`src/sv/ash_pkg.sv`:
```
// Shared constants, types and the bin-edge cosine table of the angular separation histogram.
`default_nettype none

package ash_pkg;

  // Default sizing of the top level
  localparam int DEF_NUM_BINS    = 360;
  localparam int DEF_COUNT_WIDTH = 40;
  localparam int DEF_COORD_WIDTH = 16;

  // Fixed field widths
  localparam int ACTION_W  = 2;
  localparam int BIN_SEL_W = 9;

  // Angular resolution of the edge table
  localparam int BINS_PER_DEGREE = 4;
  localparam int HALF_TURN       = 180 * BINS_PER_DEGREE;
  localparam int MAX_BINS        = 720;

  // Q2.30 dot product, Q2.30 table entries, sum of three Q2.30 terms
  localparam int DOT_W = 32;
  localparam int ACC_W = 34;
  localparam int FRAC_Q30 = 30;
  localparam logic signed [ACC_W-1:0] ACC_ONE = ACC_W'(64'sd1 <<< FRAC_Q30);

  // Action codes
  localparam logic [ACTION_W-1:0] ACT_ACCUM = 2'd0;
  localparam logic [ACTION_W-1:0] ACT_READ  = 2'd1;
  localparam logic [ACTION_W-1:0] ACT_CLEAR = 2'd2;

  // Taylor series constants, Q4.60
  localparam logic [63:0] ONE_Q60 = 64'd1 << 60;
  localparam logic [63:0] PI_Q60  = 64'h3243F6A8885A308D;
  localparam logic [63:0] PI_DIV  = PI_Q60 / HALF_TURN;
  localparam logic [63:0] PI_MOD  = PI_Q60 % HALF_TURN;

  typedef logic signed [DOT_W-1:0] cos_table_t [MAX_BINS];

  // (a * b) >> 60, kept to 64 bits
  function automatic logic [63:0] mul_q60(logic [63:0] a, logic [63:0] b);
    logic [127:0] p;
    p = {64'd0, a} * {64'd0, b};
    return p[123:60];
  endfunction

  // |cos| in Q2.30 of u half-turn steps, u in [0, HALF_TURN/2]
  function automatic logic signed [DOT_W-1:0] cos_mag_q30(logic [63:0] u);
    logic [63:0]        t;
    logic [63:0]        t2;
    logic [63:0]        term;
    logic [63:0]        rnd;
    logic signed [63:0] sum;
    t    = PI_DIV * u + (PI_MOD * u) / HALF_TURN;
    t2   = mul_q60(t, t);
    term = ONE_Q60;
    sum  = $signed(ONE_Q60);
    for (int k = 1; k <= 40; k++) begin
      if (term != 64'd0) begin
        term = mul_q60(term, t2) / 64'((2 * k - 1) * (2 * k));
        if (k[0]) begin
          sum = sum - $signed(term);
        end else begin
          sum = sum + $signed(term);
        end
      end
    end
    if (sum < 0) begin
      sum = 64'sd0;
    end
    if (sum > $signed(ONE_Q60)) begin
      sum = $signed(ONE_Q60);
    end
    rnd = ($unsigned(sum) + (64'd1 << 29)) >> FRAC_Q30;
    return DOT_W'(rnd);
  endfunction

  // Entry e-1 holds the cosine of edge e; edges past a half turn never match
  function automatic cos_table_t build_cos_table();
    cos_table_t tab;
    for (int e = 1; e <= MAX_BINS; e++) begin
      if (e > HALF_TURN) begin
        tab[e-1] = -DOT_W'(64'sd1 <<< FRAC_Q30) - DOT_W'(1);
      end else if (e <= HALF_TURN / 2) begin
        tab[e-1] = cos_mag_q30(64'(e));
      end else begin
        tab[e-1] = -cos_mag_q30(64'(HALF_TURN - e));
      end
    end
    return tab;
  endfunction

  localparam cos_table_t COS_TABLE = build_cos_table();

endpackage

`default_nettype wire

```
`src/sv/ash_dot_unit.sv`:
```
// Dot product unit: one shared multiplier for all three products, Q2.30 sum clamped to +-1.0.
`default_nettype none

module ash_dot_unit #(
  parameter int COORD_WIDTH = 16
) (
  input  wire logic                              clk,
  input  wire logic                              rst,
  input  wire logic                              start,
  input  wire logic signed [COORD_WIDTH-1:0]     first_x,
  input  wire logic signed [COORD_WIDTH-1:0]     first_y,
  input  wire logic signed [COORD_WIDTH-1:0]     first_z,
  input  wire logic signed [COORD_WIDTH-1:0]     second_x,
  input  wire logic signed [COORD_WIDTH-1:0]     second_y,
  input  wire logic signed [COORD_WIDTH-1:0]     second_z,
  output      logic                              done,
  output      logic signed [ash_pkg::DOT_W-1:0]  dot
);

  localparam int PROD_W    = 2 * COORD_WIDTH;
  localparam int PROD_FRAC = 2 * (COORD_WIDTH - 1);
  localparam int SHR = (PROD_FRAC >= ash_pkg::FRAC_Q30) ? PROD_FRAC - ash_pkg::FRAC_Q30 : 0;
  localparam int SHL = (PROD_FRAC >= ash_pkg::FRAC_Q30) ? 0 : ash_pkg::FRAC_Q30 - PROD_FRAC;

  logic                             busy;
  logic [1:0]                       step;
  logic signed [COORD_WIDTH-1:0]    op_a;
  logic signed [COORD_WIDTH-1:0]    op_b;
  logic signed [PROD_W-1:0]         prod;
  logic signed [ash_pkg::DOT_W-1:0] term;
  logic signed [ash_pkg::ACC_W-1:0] acc;
  logic signed [ash_pkg::ACC_W-1:0] acc_sum;

  always_comb begin
    unique case (step)
      2'd0:    begin op_a = first_x; op_b = second_x; end
      2'd1:    begin op_a = first_y; op_b = second_y; end
      default: begin op_a = first_z; op_b = second_z; end
    endcase
  end

  // Bring the product to Q2.30; right shifts floor
  always_comb begin
    if (PROD_FRAC >= ash_pkg::FRAC_Q30) begin
      term = ash_pkg::DOT_W'(prod >>> SHR);
    end else begin
      term = ash_pkg::DOT_W'(prod) <<< SHL;
    end
  end

  assign acc_sum = acc + ash_pkg::ACC_W'(term);

  always_ff @(posedge clk) begin
    if (rst) begin
      busy <= 1'b0;
      step <= 2'd0;
      done <= 1'b0;
    end else begin
      done <= !start && busy && (step == 2'd3);
      if (start) begin
        busy <= 1'b1;
        step <= 2'd0;
      end else if (busy) begin
        step <= step + 2'd1;
        if (step == 2'd3) begin
          busy <= 1'b0;
        end
      end
    end
  end

  always_ff @(posedge clk) begin
    if (busy) begin
      prod <= op_a * op_b;
      if (step == 2'd1) begin
        acc <= ash_pkg::ACC_W'(term);
      end else if (step == 2'd2) begin
        acc <= acc_sum;
      end else if (step == 2'd3) begin
        if (acc_sum > ash_pkg::ACC_ONE) begin
          dot <= ash_pkg::DOT_W'(ash_pkg::ACC_ONE);
        end else if (acc_sum < -ash_pkg::ACC_ONE) begin
          dot <= -ash_pkg::DOT_W'(ash_pkg::ACC_ONE);
        end else begin
          dot <= ash_pkg::DOT_W'(acc_sum);
        end
      end
    end
  end

endmodule

`default_nettype wire

```
`config.mk`:
```
export PLATFORM = sky130hd
export DESIGN_NAME = ash_dot_unit
export DESIGN_NICKNAME = d
export VERILOG_FILES = /design/src/sv/ash_pkg.sv /design/src/sv/ash_dot_unit.sv
export SDC_FILE = /design/constraint.sdc
export NUM_CORES = 1
export LEC_CHECK = 0
export ABC_AREA = 1
export BUFFER_PORTS_ARGS = -buffer_cell sky130_fd_sc_hd__buf_2
export CAP_MARGIN = 20
export CORE_ASPECT_RATIO = 1.1
export CORE_MARGIN = 2
export CORE_UTILIZATION = 35
export DETAILED_ROUTE_END_ITERATION = 16
export PLACE_DENSITY = 0.6
export SLEW_MARGIN = 20
export SYNTH_ARGS = -nofsm -noshare
export SYNTH_HDL_FRONTEND = slang
export SYNTH_SLANG_ARGS = --single-unit
```
`constraint.sdc`:
```
create_clock -name clk -period 14.9 [get_ports clk]
set_clock_uncertainty 0.1 [all_clocks]
set_input_delay 3.725 -clock clk [delete_from_list [all_inputs] [get_ports clk]]
set_output_delay 3.725 -clock clk [all_outputs]
set_load 0.01 [all_outputs]
```
==> impl_metrics.yaml <==
routing:
  vias_per_cell: 4.65
  vias: 14000
  drc_errors: 0
  ant_nets: 0
  routed_wl_um: 45600
  first_pass_iters: 7
  wl_per_cell_um: 15.2
  drt_iter0_drc: 832
synthesis:
  synth_top_area_frac: 0.305
  avgSynthCellArea_um2: 7.67
  yosys_warnings: 0
  yosysSeqAreaShare: 0.175
  synthCells: 2254
  syn_nets: 2734
  yosysTopAreaCell: "fa_1"
  synth-seq-cells: 102
  synth_edf_count: 98
  syn_area_mm2: 0.0173
  yosys_most_used_dff: "edfxtp_1"
  synthArstFlopShare: 0
  netlist_top_cells_area: "fa_1 30%, edfxtp_1 17%, nand2_1 15%, inv_1 13%, ha_1 8.5%"
  synth_cell_type_count: 39
cts:
  clkTransAtPathRegs_ns: 0.07
  post_cts_resized: 0
  clk_latency_ns: 0.36
  cts_made_buffers: 9
  tritoncts: "built"
  cts.htree.levels: 3
  cts_hold_buf: 0
  cts.sinks: 102
  clock-root-buffer: "clkbuf_16"
  cts_buffer_depth: 2
  postCtsSetupBuffers: 0
hold_path:
  worstHoldPathType: "reg -> reg"
floorplanning:
  core-area_mm2: 0.0488
  dieArea_mm2: 0.0512
  pin_count: 132
  die_x_um: 216
  start_util: 0.354
  rows: 85
  fp.dieH_um: 237
run:
  drv_cap: 0
final_layout:
  syn2layout_area_growth_pct: 9.55
  fill_cells: 5003
  regArea_mm2: 0.00302
  num_antenna_cells: 0
  multi_input_area_mm2: 0.0118
  mostFrequentLayoutCells: "671 x nand2_1, 593 x inv_1, 263 x fa_1"
  final_common_cell: "nand2_1"
  final_core_utilization: 0.388
  nets: 2830
  drive_above_1_share: 0.101
global_routing:
  antenna_found_initial: 0
  grt_pass1_wl_um: 75500
  grtUsageTotal: 0.184
  grt_overflow_total: 0
  grt_max_degree: 99
  first_global_vias: 14800
sta:
  slew_headroom: 0.282
  hold_viol_final: 0
  fmax_ghz: 0.100
  min_period_over_period: 0.670
  timing.final.max_slew_violations: 0
  rsz0062_at_grt: "false"
  setup_violations: 0
  worst_pin_slew_ns: 1.07
  layout_min_cycle_time_ns: 9.98
  fin_tns_setup_ns: 0
worst_setup_path:
  worstSetupStartpointType: "primary input"
  cp-end-kind: "flip-flop"
  crit_type: "in -> reg"
  crit_path_max_fanout: 16
  critPathRequiredTime_ns: 14.90
  cp_data_arrival_time_ns: 9.98
place:
  port_buffers: 131
  gp_congestion: 0.896
  hpwl_um: 37900
outcome:
  status: "completed"
[kinds of logic (layout without fill, tap and decap cells)]
logic type | count (synthesis) | in the layout | share of synthesized area
AND/OR/NAND/NOR | 924 | 924 | 0.222
buffers and inverters | 664 | 765 | 0.145
adder cells (fa/ha/maj) | 381 | 381 | 0.390
AO/OA/AOI/OAI | 137 | 137 | 0.0442
flip-flops | 102 | 102 | 0.175
XOR/XNOR | 46 | 46 | 0.0233
[path summary, 6_finish.rpt]
check	slack (ns)	depth (start not counted)	end	startpoint
worst min register to register	0.38	2	step[1]	step[1]
worst max register to register	7.08	21	prod[29]	step[0]
worst min-delay path	0.38	2	step[1]	step[1]
worst max-delay path	4.92	20	prod[29]	second_y[2]
[critical path: stages]
cell and delay [ns]:
buf_2 0.10, nand2_1 0.07, nand3_1 0.53, nand2_1 0.33
inv_1 0.09, fa_1 0.65, fa_1 0.97, fa_1 0.55
fa_1 0.50, fa_1 0.50, inv_1 0.05, fa_1 0.47
inv_1 0.04, ha_1 0.34, nand2_1 0.13, nor4_1 0.40
nand3_1 0.12, nand3_1 0.17, a21oi_1 0.10, xnor2_1 0.14
[Yosys cell counts (2+ instances only)]
master / n
nor2_4: 4
clkbuf_1: 50
a31oi_1: 4
nand3_2: 3
nor4_1: 2
a21o_1: 4
edfxtp_1: 98
nor3_1: 8
nor2_2: 42
or2_2: 2
and2_1: 5
xor2_1: 23
inv_1: 594
nand2_2: 12
dfxtp_1: 4
clkinv_1: 2
o21ai_0: 52
nand4_1: 17
ha_1: 118
nand3_1: 77
nor2_1: 79
o21bai_1: 3
a21oi_1: 61
nand2_1: 671
inv_2: 15
a22o_1: 5
fa_1: 263
xnor2_1: 23
buf_6: 3
[registers in the layout, summed over array words and instances (netlist names)]
signal  cells
busy        1
dot        32
done        1
prod       32
acc        34
step        2
[cell type report]
| type | instances | area share |
|---|---|---|
| Tap cell | 652 | 0.0431 |
| Timing Repair Buffer | 138 | 0.0374 |
| Inverter | 611 | 0.121 |
| Clock buffer | 11 | 0.0128 |
| Multi-Input combinational cell | 1488 | 0.622 |
| Sequential cell | 102 | 0.160 |
| Clock inverter | 5 | 0.00429 |
[per-stage QoR]
step	cells	instance area, um^2	hold slack [ns]	setup slack, ns
CTS	3007	18900	0.384	4.72
global placement	2991	18600	0.366	4.48
finish	3007	18900	0.384	4.92
detailed placement	2991	18600	0.374	4.35
floorplan	2254	17300	0.354	5.64
global route	3007	18900	0.441	4.51
[layer usage]
layer / vias to the layer above / wire [um] / global-route usage
met5: - / 0 / 0
met1: 6701 / 20300 / 0.236
li1: 6832 / - / -
met3: 61 / 2010 / 0.0176
met4: 0 / 990 / 0.0486
met2: 376 / 22300 / 0.332
Power is left out: the tool's default activity adds up to more than one toggle a clock period on the data nets, which glitch-free logic cannot reach.
